<file path="config.mk">
export PLATFORM = sky130hd
export DESIGN_NAME = avc_nal_idr_scanner_flat
export DESIGN_NICKNAME = d
export VERILOG_FILES = /design/src/rtl/core/avcnal_pkg.sv /design/src/rtl/core/avcnal_ifs.sv /design/src/rtl/core/avc_nal_idr_scanner.sv /design/src/flat_wrapper.sv
export SDC_FILE = /design/constraint.sdc
export NUM_CORES = 1
export LEC_CHECK = 0
export ABC_AREA = 1
export BUFFER_PORTS_ARGS = -buffer_cell sky130_fd_sc_hd__buf_2
export CAP_MARGIN = 0
export CORE_MARGIN = 5
export CORE_UTILIZATION = 65
export CTS_CLUSTER_DIAMETER = 50
export DETAILED_ROUTE_END_ITERATION = 8
export GPL_TIMING_DRIVEN = 0
export PLACE_DENSITY = 0.95
export SYNTH_ARGS = -nofsm -noshare
export SYNTH_HDL_FRONTEND = slang
export SYNTH_SLANG_ARGS = --single-unit
</file>
<file path="constraint.sdc">
create_clock -name clk -period 4.85 [get_ports clk]
set_clock_uncertainty 0.15 [all_clocks]
set_input_delay 0.7275 -clock clk [delete_from_list [all_inputs] [get_ports clk]]
set_output_delay 0.7275 -clock clk [all_outputs]
set_load 0.03 [all_outputs]
</file>
<file path="src/rtl/core/avcnal_pkg.sv">
// shared types and constants for the avc nal idr scanner
package avcnal_pkg;

  localparam int unsigned NAL_LEN_W_DEF   = 32;
  localparam int unsigned BYTE_W          = 8;
  localparam int unsigned CFG_W           = 3;
  localparam int unsigned PREFIX_MAX      = 4;
  localparam int unsigned PREFIX_MIN      = 1;
  localparam int unsigned LEN_BYTES_RESET = 4;

  localparam logic [4:0] NAL_TYPE_IDR = 5'd5;

  typedef enum logic [1:0] {
    PH_LEN  = 2'd0,
    PH_HDR  = 2'd1,
    PH_BODY = 2'd2,
    PH_ERR  = 2'd3
  } phase_t;

  typedef enum logic [1:0] {
    ST_OK      = 2'd0,
    ST_TRUNC   = 2'd1,
    ST_BADSIZE = 2'd2
  } status_t;

endpackage

</file>
<file path="src/rtl/core/avcnal_ifs.sv">
// valid/ready channel interfaces for packet bytes and scan results
interface avcnal_in_if;
  logic       valid;
  logic       ready;
  logic [7:0] data_byte;
  logic       last_byte;

  modport source (output valid, output data_byte, output last_byte, input ready);
  modport sink (input valid, input data_byte, input last_byte, output ready);
endinterface

interface avcnal_out_if;
  logic       valid;
  logic       ready;
  logic       idr_found;
  logic [1:0] scan_status;

  modport source (output valid, output idr_found, output scan_status, input ready);
  modport sink (input valid, input idr_found, input scan_status, output ready);
endinterface

</file>
<file path="src/rtl/core/avc_nal_idr_scanner.sv">
// Scans MP4 length-prefixed AVC packets one byte per cycle and reports, at the
// byte flagged last, whether any NAL header had type 5 (IDR) plus a status:
// ok, truncated length field or invalid NAL size. A byte is taken into an
// input register, the scan state is updated by one counter step and compare,
// and the packet result lands in an output register as the last byte leaves
// the input register. Throughput is one byte per cycle; the only stall comes
// from a held result when the next last byte needs the output register.
// The prefix length (cfg_wr_data, 1..4 bytes) should be written between packets.
module avc_nal_idr_scanner #(
  parameter int unsigned NAL_LENGTH_WIDTH = avcnal_pkg::NAL_LEN_W_DEF
) (
  input  logic                               clk,
  input  logic                               rst_n,
  input  logic                               cfg_wr_en,
  input  logic [avcnal_pkg::CFG_W-1:0]       cfg_wr_data,
  avcnal_in_if.sink                          in_ch,
  avcnal_out_if.source                       out_ch
);
  import avcnal_pkg::*;

  localparam int unsigned LW = NAL_LENGTH_WIDTH;

  logic              s1_v_r;
  logic [BYTE_W-1:0] s1_byte_r;
  logic              s1_last_r;
  logic              s1_go;

  logic [CFG_W-1:0]  len_bytes_r;
  logic [CFG_W-1:0]  eff_len;
  logic [CFG_W-1:0]  taken_inc;

  phase_t            phase_r, phase_nxt;
  logic [1:0]        taken_r, taken_nxt;
  logic [LW-1:0]     left_r, left_nxt;
  logic [LW+BYTE_W-1:0] shifted;
  logic [LW-1:0]     left_dec;
  logic              idr_r, idr_nxt;
  status_t           err_r, err_nxt;

  logic              out_v_r;
  logic              out_idr_r;
  status_t           out_status_r;

  // input register stage
  assign s1_go       = s1_v_r && (!s1_last_r || !out_v_r || out_ch.ready);
  assign in_ch.ready = !s1_v_r || s1_go;

  always_ff @(posedge clk) begin
    if (!rst_n) begin
      s1_v_r <= 1'b0;
    end else if (in_ch.ready) begin
      s1_v_r <= in_ch.valid;
    end
    if (in_ch.ready && in_ch.valid) begin
      s1_byte_r <= in_ch.data_byte;
      s1_last_r <= in_ch.last_byte;
    end
  end

  always_ff @(posedge clk) begin
    if (!rst_n) begin
      len_bytes_r <= CFG_W'(LEN_BYTES_RESET);
    end else if (cfg_wr_en) begin
      len_bytes_r <= cfg_wr_data;
    end
  end

  // out of range prefix lengths clamp to 1..4
  always_comb begin
    if (len_bytes_r < CFG_W'(PREFIX_MIN)) begin
      eff_len = CFG_W'(PREFIX_MIN);
    end else if (len_bytes_r > CFG_W'(PREFIX_MAX)) begin
      eff_len = CFG_W'(PREFIX_MAX);
    end else begin
      eff_len = len_bytes_r;
    end
  end

  assign taken_inc = {1'b0, taken_r} + CFG_W'(1);
  assign shifted   = {left_r, s1_byte_r};
  assign left_dec  = left_r - LW'(1);

  always_comb begin
    phase_nxt = phase_r;
    taken_nxt = taken_r;
    left_nxt  = left_r;
    idr_nxt   = idr_r;
    err_nxt   = err_r;
    case (phase_r)
      PH_LEN: begin
        left_nxt = shifted[LW-1:0];
        if (taken_inc >= eff_len) begin
          taken_nxt = 2'd0;
          if (shifted[LW-1:0] == '0 || s1_last_r) begin
            phase_nxt = PH_ERR;
            err_nxt   = ST_BADSIZE;
          end else begin
            phase_nxt = PH_HDR;
          end
        end else begin
          taken_nxt = taken_inc[1:0];
          if (s1_last_r) begin
            phase_nxt = PH_ERR;
            err_nxt   = ST_TRUNC;
          end
        end
      end
      PH_HDR, PH_BODY: begin
        if (phase_r == PH_HDR && s1_byte_r[4:0] == NAL_TYPE_IDR) begin
          idr_nxt = 1'b1;
        end
        left_nxt = left_dec;
        if (left_dec == '0) begin
          phase_nxt = PH_LEN;
        end else begin
          phase_nxt = PH_BODY;
          if (s1_last_r) begin
            phase_nxt = PH_ERR;
            err_nxt   = ST_BADSIZE;
          end
        end
      end
      default: begin
      end
    endcase
  end

  always_ff @(posedge clk) begin
    if (!rst_n) begin
      phase_r <= PH_LEN;
      taken_r <= 2'd0;
      left_r  <= '0;
      idr_r   <= 1'b0;
      err_r   <= ST_OK;
    end else if (s1_go) begin
      if (s1_last_r) begin
        phase_r <= PH_LEN;
        taken_r <= 2'd0;
        left_r  <= '0;
        idr_r   <= 1'b0;
        err_r   <= ST_OK;
      end else begin
        phase_r <= phase_nxt;
        taken_r <= taken_nxt;
        left_r  <= left_nxt;
        idr_r   <= idr_nxt;
        err_r   <= err_nxt;
      end
    end
  end

  // result register
  always_ff @(posedge clk) begin
    if (!rst_n) begin
      out_v_r <= 1'b0;
    end else if (s1_go && s1_last_r) begin
      out_v_r <= 1'b1;
    end else if (out_ch.ready) begin
      out_v_r <= 1'b0;
    end
    if (s1_go && s1_last_r) begin
      out_idr_r    <= (err_nxt == ST_OK) && idr_nxt;
      out_status_r <= err_nxt;
    end
  end

  assign out_ch.valid       = out_v_r;
  assign out_ch.idr_found   = out_idr_r;
  assign out_ch.scan_status = out_status_r;

  a_idr_only_ok: assert property (@(posedge clk) disable iff (!rst_n)
    out_v_r && out_idr_r |-> out_status_r == ST_OK)
    else $error("idr flag given with an error status");

  a_err_phase: assert property (@(posedge clk) disable iff (!rst_n)
    phase_r == PH_ERR |-> err_r != ST_OK)
    else $error("error phase without a recorded error");

  a_body_count: assert property (@(posedge clk) disable iff (!rst_n)
    phase_r == PH_HDR || phase_r == PH_BODY |-> left_r != '0)
    else $error("nal body phase with no bytes left");

  a_result_follows: assert property (@(posedge clk) disable iff (!rst_n)
    s1_go && s1_last_r |=> out_v_r)
    else $error("last item gave no result");

endmodule
</file>
<file path="src/flat_wrapper.sv">
// flat-port wrapper written by rule: the top's interface ports become plain ports
module avc_nal_idr_scanner_flat import avcnal_pkg::*;
#(
  parameter int unsigned NAL_LENGTH_WIDTH = avcnal_pkg::NAL_LEN_W_DEF
)
  (clk, rst_n, cfg_wr_en, cfg_wr_data, in_ch_valid, in_ch_data_byte, in_ch_last_byte, in_ch_ready, out_ch_valid, out_ch_idr_found, out_ch_scan_status, out_ch_ready);
  avcnal_in_if in_ch_i ();
  avcnal_out_if out_ch_i ();
  input  logic clk;
  input  logic rst_n;
  input  logic cfg_wr_en;
  input  logic [avcnal_pkg::CFG_W-1:0] cfg_wr_data;
  input wire logic [$bits(in_ch_i.valid)-1:0] in_ch_valid;
  input wire logic [$bits(in_ch_i.data_byte)-1:0] in_ch_data_byte;
  input wire logic [$bits(in_ch_i.last_byte)-1:0] in_ch_last_byte;
  output wire logic [$bits(in_ch_i.ready)-1:0] in_ch_ready;
  output wire logic [$bits(out_ch_i.valid)-1:0] out_ch_valid;
  output wire logic [$bits(out_ch_i.idr_found)-1:0] out_ch_idr_found;
  output wire logic [$bits(out_ch_i.scan_status)-1:0] out_ch_scan_status;
  input wire logic [$bits(out_ch_i.ready)-1:0] out_ch_ready;
  assign in_ch_i.valid = in_ch_valid;
  assign in_ch_i.data_byte = in_ch_data_byte;
  assign in_ch_i.last_byte = in_ch_last_byte;
  assign in_ch_ready = in_ch_i.ready;
  assign out_ch_valid = out_ch_i.valid;
  assign out_ch_idr_found = out_ch_i.idr_found;
  assign out_ch_scan_status = out_ch_i.scan_status;
  assign out_ch_i.ready = out_ch_ready;
  avc_nal_idr_scanner #(.NAL_LENGTH_WIDTH(NAL_LENGTH_WIDTH)) u_core (.clk(clk), .rst_n(rst_n), .cfg_wr_en(cfg_wr_en), .cfg_wr_data(cfg_wr_data), .in_ch(in_ch_i), .out_ch(out_ch_i));
endmodule
</file>
==> results by group, run 1 <==
Job
  • Max Cap Viol: 0

Cells and area
  • Fill cell count: 449
  • P&R area growth vs syn: 8.66%
  • Multi-input logic area: 2080 um^2
  • ANT cells: 0
  • Fin util: 72.6%
  • FF+latch area: 1240 um^2
  • Layout cells sized above 1: 9.42%
  • Layout Nets: 630

Synthesis
  • Synth top area share: 24.1%
  • Warnings, synthesis: 0
  • Unique cell type count in the Yosys netlist: 29
  • Mapped cell area: 3660 um^2
  • Top cells by area, synth: dfxtp_1 24%, nand2_1 16%, edfxtp_1 9.9%
  • Post-Syn Nets: 602
  • Post-synthesis register bit count: 56
  • Area leader, netlist: dfxtp_1
  • Mean Syn Cell Area: 6.35 um^2
  • Seq/Total Area, Yosys: 33.9%
  • Post-Synthesis Cells: 576

STA
  • Final setup viols: 0
  • Achievable clock frequency: 366 MHz
  • Final Hold Viols: 0
  • Worst slew pin tran: 0.626 ns
  • Worst relative slew slack: 58.3%
  • RSZ-0062 raised after global routing: no
  • Setup tns final: 0 ns
  • Pins Over Slew Limit: 0
  • Final min period: 2.73 ns
  • Period utilisation layout: 56.4%

Worst setup path
  • CP Class: flip-flop to flip-flop
  • CP dominant cell by count: nand2_1
  • CP startpoint kind: flip-flop
  • Critical-path cell list: inv_1, ha_1, nand3_1, nor2_2, nand2_1, nand2_1, nand2_1, nor2_1, nand2_1, nor2_2, nand3_2, nand2_2, nand3_2, nand2_2, nand2_1, nand2_1, nor2_1
  • Worst path arrival time: 2.67 ns
  • Worst setup EP type: flip-flop
  • CP max stage delay: 0.36 ns
  • Crit-path slowest cell: dfxtp_1
  • Required @ worst endpoint: 4.78 ns
  • Max FO, Critical Path: 5

Clock tree
  • Clk Latency, worst-skew pair: 0.31 ns
  • Cts hold-fix bufs: 0
  • Postcts setup bufs: 0
  • Clock Sinks: 56
  • CTS tree: built
  • H-tree depth: 2
  • Quantity of gates resized following cts: 0
  • Cts bufs inserted: 5
  • Clock-pin slew on the worst setup and hold paths: 0.10 ns
  • CTS max path bufs: 2
  • Root buf cell: clkbuf_8

Detailed routing
  • Post-route DRC: 0
  • Post-DRT Antenna Nets: 0
  • Total Routed Length: 10300 um
  • Via Count: 3973
  • Via density: 5.87
  • DR WL/cell: 15.2 um
  • DRT iter0 DRCs: 447
  • DR pass1 iterations: 5

Power
  • PwrDens: 294 nW/um^2
  • Peak VDD IR: 221 uV
  • Leak: 1.75 nW

Status
  • Status: finished, final reports clean

Die
  • Core footprint: 5470 um^2
  • FP Rows: 27
  • Die Area: 7220 um^2
  • Die Y: 85.0 um
  • Die X: 85.0 um
  • Top Ports: 22
  • Starting Density: 66.8%

GRT
  • Grt total ovfl: 0
  • Pin count of the biggest net entering global routing: 18
  • Wire length of the first global-routing pass: 17300 um
  • GRT Util Overall: 29.5%
  • Initial antenna violation count: 0
  • Vias in the first global route: 3816

Placed design
  • Final Wtd Congestion: 1.03
  • DP HPWL: 7950 um
  • # port buffers: 21

Min path
  • HP Class: flip-flop to flip-flop
==> cells in the final DEF (no fill, tap or decap), types with 9 or more instances in the layout <==
master and count:
nand3_1 30, a21oi_1 60, nand4_1 10, dfxtp_1 44
ha_1 9, buf_2 23, o21ai_0 33, edfxtp_1 12
o211ai_1 12, nor2_1 86, clkbuf_1 14, nand2_1 152
inv_1 67
==> registers in the layout, indices dropped and copies added (netlist names) <==
| signal | cells |
|---|---|
| u_core.s1_last_r | 1 |
| u_core.len_bytes_r | 3 |
| u_core.out_ch.scan_status | 2 |
| u_core.s1_v_r | 1 |
| u_core.left_r | 32 |
| u_core.out_ch.valid | 1 |
| u_core.s1_byte_r | 8 |
| u_core.err_r | 2 |
| u_core.taken_r | 2 |
| u_core.idr_r | 1 |
| u_core.out_ch.idr_found | 1 |
| u_core.phase_r | 2 |
==> metrics by stage <==
stage	hold WS (ns)	worst slack, ns	std cells	area [um^2]	power, mW
2_1_floorplan	0.283	2.58	576	3660	0.757
3_3_place_gp	0.298	2.20	669	3850	0.830
3_5_place_dp	0.317	2.17	669	3850	0.840
4_1_cts	0.332	2.16	677	3970	1.16
5_1_grt	0.351	1.82	677	3970	1.23
6_report	0.326	2.12	677	3970	1.17
==> cells by family (layout without fill, tap and decap cells) <==
group / after synthesis / count (layout) / share of synthesized area, %
and+or+nand+nor: 307 / 307 / 36.0
AOI/OAI and AO/OA: 114 / 114 / 16.9
buffers and inverters: 86 / 115 / 9.10
DFF: 56 / 56 / 33.9
adders and majority gates: 9 / 9 / 3.08
xor gates and xnor gates: 4 / 4 / 0.958
==> report_power, final <==
| group | total, mW | internal [mW] | switching (mW) |
|---|---|---|---|
| clock | 0.326 | 0.169 | 0.157 |
| combinational | 0.331 | 0.104 | 0.227 |
| sequential | 0.509 | 0.492 | 0.0171 |
==> worst paths after layout <==
kind                               from                      end  slack (ns)  depth (start not counted)
hold / removal    u_core.len_bytes_r[0]    u_core.len_bytes_r[0]        0.33                          2
setup reg to reg       u_core.left_r[0]  u_core.out_ch.idr_found        2.12                         17
hold reg to reg   u_core.len_bytes_r[0]    u_core.len_bytes_r[0]        0.33                          2
setup / recovery       u_core.left_r[0]  u_core.out_ch.idr_found        2.12                         17
==> synth_stat cells <==
library cell,instances
o21ai_0,33
a41oi_1,1
nand2_2,6
a211oi_1,1
nand2_1,152
a21oi_2,2
nor2_2,8
xnor2_1,2
nor2_4,5
buf_2,2
or2_2,1
buf_6,1
edfxtp_1,12
nand3_2,3
ha_1,9
a21oi_1,60
clkbuf_1,14
o21ai_1,4
nor2_1,86
xor2_1,2
inv_1,67
o211ai_1,12
nor4_1,1
nand3_1,30
dfxtp_1,44
buf_1,2
nor3_1,5
a22oi_1,1
nand4_1,10
==> layout make-up <==
class | count | area share (%)
Multi-Input combinational cell | 434 | 52.4
Sequential cell | 56 | 31.2
Inverter | 67 | 6.33
Timing Repair Buffer | 21 | 2.65
Tap cell | 72 | 2.27
Clock buffer | 6 | 2.08
Buffer | 19 | 2.05
Clock inverter | 2 | 0.976
==> worst max-delay path: cells and delay by family, from the launching register on <==
kind,cells,cell delay [ns]
fa+ha+maj,1,0.28
buf+inv,1,0.17
flops,1,0.36
simple gates,15,1.54
==> per-layer routing <==
metal	GRT usage [%]	part of all wire, %	up-vias
met1	36.7	40	1788
met3	3.98	8.3	44
met5	0	0	-
li1	-	-	1922
met4	14.4	4.2	0
met2	50.0	48	219
Note: power is estimated with default switching activity, not from simulation.
==> inputs of run 2 (changes only) <==
--- a/config.mk
+++ b/config.mk
@@ -9,11 +9,11 @@
 export BUFFER_PORTS_ARGS = -buffer_cell sky130_fd_sc_hd__buf_2
 export CAP_MARGIN = 0
 export CORE_MARGIN = 5
-export CORE_UTILIZATION = 65
+export CORE_UTILIZATION = 61
 export CTS_CLUSTER_DIAMETER = 50
 export DETAILED_ROUTE_END_ITERATION = 8
 export GPL_TIMING_DRIVEN = 0
-export PLACE_DENSITY = 0.95
+export PLACE_DENSITY = 0.92
 export SYNTH_ARGS = -nofsm -noshare
 export SYNTH_HDL_FRONTEND = slang
 export SYNTH_SLANG_ARGS = --single-unit
==> constraint.sdc (replaced) <==
create_clock -name clk -period 2.7 [get_ports clk]
set_clock_uncertainty 0.15 [all_clocks]
set_input_delay 0.405 -clock clk [delete_from_list [all_inputs] [get_ports clk]]
set_output_delay 0.405 -clock clk [all_outputs]
set_load 0.03 [all_outputs]
==> run 2 against run 1 <==
Net effect: clock-buffer cell count increased by 1; sequential power rose by 80%; critical endpoint unchanged; core utilization fell by 4.7 points; maximum frequency grew 8.5%; register-to-register slack got worse by 1.9 ns; die area up 5.8%; hold slack worse by 0.22 ns; via count grew 1.0%; non-clock buffer count grew 2; critical path type unchanged.
==> results by group, run 2 (synthesized netlist as in run 1, its figures left out) <==
Status
  • Status: finished, final reports clean

Clock tree
  • Clk Latency, worst-skew pair: 0.31 ns (about the same)
  • H-tree depth: 2 (unchanged)
  • Cts hold-fix bufs: 0 (unchanged)
  • Cts bufs inserted: 5 (unchanged)
  • CTS max path bufs: 2 (unchanged)
  • CTS tree: built
  • Clock Sinks: 56 (unchanged)
  • Root buf cell: clkbuf_8
  • Clock-pin slew on the worst setup and hold paths: 0.10 ns (about the same)

Placed design
  • Pre-CTS worst setup slack: -0.0262 ns (-2.20 ns)
  • # port buffers: 21 (unchanged)
  • Final Wtd Congestion: 0.998 (-3.5%)
  • DP HPWL: 7940 um (-0.15%)

Die
  • Die X: 87.4 um (+2.8%)
  • Top Ports: 22 (unchanged)
  • FP Rows: 28 (+3.7%)
  • Die Y: 87.4 um (+2.8%)
  • Die Area: 7640 um^2 (+5.8%)
  • Starting Density: 62.1% (-4.7 points)
  • Core footprint: 5890 um^2 (+7.5%)

STA
  • Worst setup margin: 0.179 ns (-1.94 ns)
  • Final min period: 2.52 ns (-0.214 ns)
  • Final Hold Viols: 0 (unchanged)
  • WHS: 0.107 ns (-0.219 ns)
  • Pins Over Slew Limit: 0 (unchanged)
  • Period utilisation layout: 93.4% (+37 points)
  • Achievable clock frequency: 397 MHz (+8.5%)
  • RSZ-0062 raised after global routing: no
  • Final setup viols: 0 (unchanged)
  • Worst slew pin tran: 0.634 ns (+0.00810 ns)
  • Worst relative slew slack: 57.7% (-0.54 points)

Cells and area
  • Most frequent cells in the layout: 152 x nand2_1, 82 x nor2_1, 66 x inv_1, 60 x a21oi_1, 42 x dfxtp_1
  • FF+latch area: 1240 um^2 (+0.20%)
  • Commonest non-fill, non-tap cell in the layout: nand2_1
  • Largest register FFs: 32 (unchanged)
  • Largest regs: u_core.left_r x32, u_core.s1_byte_r x8, u_core.len_bytes_r x3
  • ANT cells: 0 (unchanged)
  • Top reg by flops: u_core.left_r
  • P&R area growth vs syn: 9.27%
  • Multi-input logic area: 2120 um^2 (+1.8%)
  • Layout cells sized above 1: 10.9% (+1.5 points)
  • Fill cell count: 508 (+13%)
  • Layout Nets: 632 (+0.32%)

Power
  • Leak: 1.76 nW (+0.10%)
  • Peak VDD IR: 311 uV (+41%)
  • PwrDens: 501 nW/um^2 (+71%)

GRT
  • Initial antenna violation count: 0 (unchanged)
  • Wire length of the first global-routing pass: 17300 um (-0.51%)
  • Pin count of the biggest net entering global routing: 18 (unchanged)
  • Grt total ovfl: 0 (unchanged)
  • GRT Util Overall: 28.8% (-0.70 points)
  • Vias in the first global route: 3787 (-0.76%)

Worst setup path
  • FF-to-FF End: u_core.out_ch.idr_found
  • Worst setup endpoint: u_core.out_ch.idr_found
  • Worst Setup SP: u_core.left_r[0]
  • Critical-path cell list: inv_2, ha_4, nand2_2, nor2_4, nand2_1, nand2_1, nand2_1, inv_1, nand2_1, nor2_1, nand2_1, nor2_2, nand3_2, nand2_2, nand3_2, nand2_2, nand2_1, nand2_1, nor2_1
  • R2R cell count: 19 (+2)
  • CP Class: flip-flop to flip-flop
  • Worst path arrival time: 2.45 ns (-0.22 ns)
  • Crit-path slowest cell: dfxtp_2
  • Worst R2R Start: u_core.left_r[0]
  • Worst R2R Setup Slack: 0.18 ns (-1.94 ns)
  • CP max stage delay: 0.37 ns (about the same)
  • CP dominant cell by count: nand2_1
  • CP startpoint kind: flip-flop
  • Worst setup EP type: flip-flop
  • Max FO, Critical Path: 6 (+1)
  • Required @ worst endpoint: 2.63 ns (-2.15 ns)

Detailed routing
  • Total Routed Length: 10400 um (+1.5%)
  • Post-route DRC: 0 (unchanged)
  • DR pass1 iterations: 5 (unchanged)
  • DRT iter0 DRCs: 500 (+12%)
  • Post-DRT Antenna Nets: 0 (unchanged)
  • Via density: 5.88 (+0.27%)
  • DR WL/cell: 15.3 um (+0.77%)
  • Via Count: 4013 (+1.0%)

Min path
  • HP Class: input pin to flip-flop

Job
  • Max Cap Viol: 0 (unchanged)
run 2: changes by cell type in the layout (fill, tap and decap cells not counted), moves of 2 or more:
cell	change
nor2_1	-4
dfxtp_2	+2
nor2_4	+2
clkbuf_1	+2
dfxtp_1	-2
buf_4	+2
nor2_2	+2
run 2: critical path, delay by kind of cell (launching register included):
| family | cells | cell delay [ns] |
|---|---|---|
| adder cells (fa/ha/maj) | 1 | 0.18 |
| AND/OR/NAND/NOR | 16 | 1.40 |
| buffers and inverters | 2 | 0.19 |
| flip-flops | 1 | 0.37 |
run 2: final cells by class:
cell class                 instances  share of cell area (%)
tap                               75                    2.35
multi-input combinational        434                    53.1
timing repair buffer              23                    3.01
inverter                          67                    6.30
clock buffer                       7                    1.91
buffer                            19                    2.04
clock inverter                     1                   0.219
sequential                        56                    31.1
run 2: per-layer routing:
metal	part of all wire, %	GRT usage (%)	up-vias
met5	0	0	-
met4	4.6	16.0	0
met3	9.6	4.73	51
met2	47	47.1	247
met1	39	35.8	1789
li1	-	-	1926
run 2: through the flow:
step | utilization (%) | power [mW] | std cells | cell area, um^2 | setup TNS (ns)
2_1_floorplan | - | 1.36 | 576 | 3660 | 0
3_3_place_gp | 65.5 | 1.49 | 672 | 3850 | 0
3_5_place_dp | 65.5 | 1.51 | 672 | 3850 | -0.0262
6_report | 67.9 | 2.00 | 682 | 4000 | 0
4_1_cts | 67.1 | 1.97 | 680 | 3950 | 0
5_1_grt | 67.9 | 2.11 | 682 | 4000 | 0
run 2: where the power goes:
group | internal (mW) | total, mW | leakage [nW] | switching (mW)
clock | 0.188 | 0.472 | 0.0428 | 0.284
sequential | 0.885 | 0.916 | 0.475 | 0.0316
combinational | 0.200 | 0.613 | 1.24 | 0.413
total | 1.27 | 2.00 | 1.76 | 0.728
run 2: repair_timing:
item | 4_1_cts | 5_1_grt
setup endpoints to repair | 1 | 5
pin swaps | 0 | 2
gates resized for setup | 2 | 10
buffers inserted | 0 | 2
run 2: worst min-delay path by stage:
| stage | start | end | slack, ns | cells past startpoint |
|---|---|---|---|---|
| 5_1_grt | in_ch_data_byte[5] | u_core.s1_byte_r[5] | 0.10 | 1 |
| 2_1_floorplan | u_core.len_bytes_r[0] | u_core.len_bytes_r[0] | 0.28 | 2 |
| 6_report | in_ch_data_byte[7] | u_core.s1_byte_r[7] | 0.11 | 1 |
| 3_5_place_dp | u_core.taken_r[1] | u_core.taken_r[1] | 0.32 | 2 |
| 4_1_cts | in_ch_data_byte[5] | u_core.s1_byte_r[5] | 0.10 | 1 |
| 3_3_place_gp | u_core.len_bytes_r[0] | u_core.len_bytes_r[0] | 0.30 | 2 |
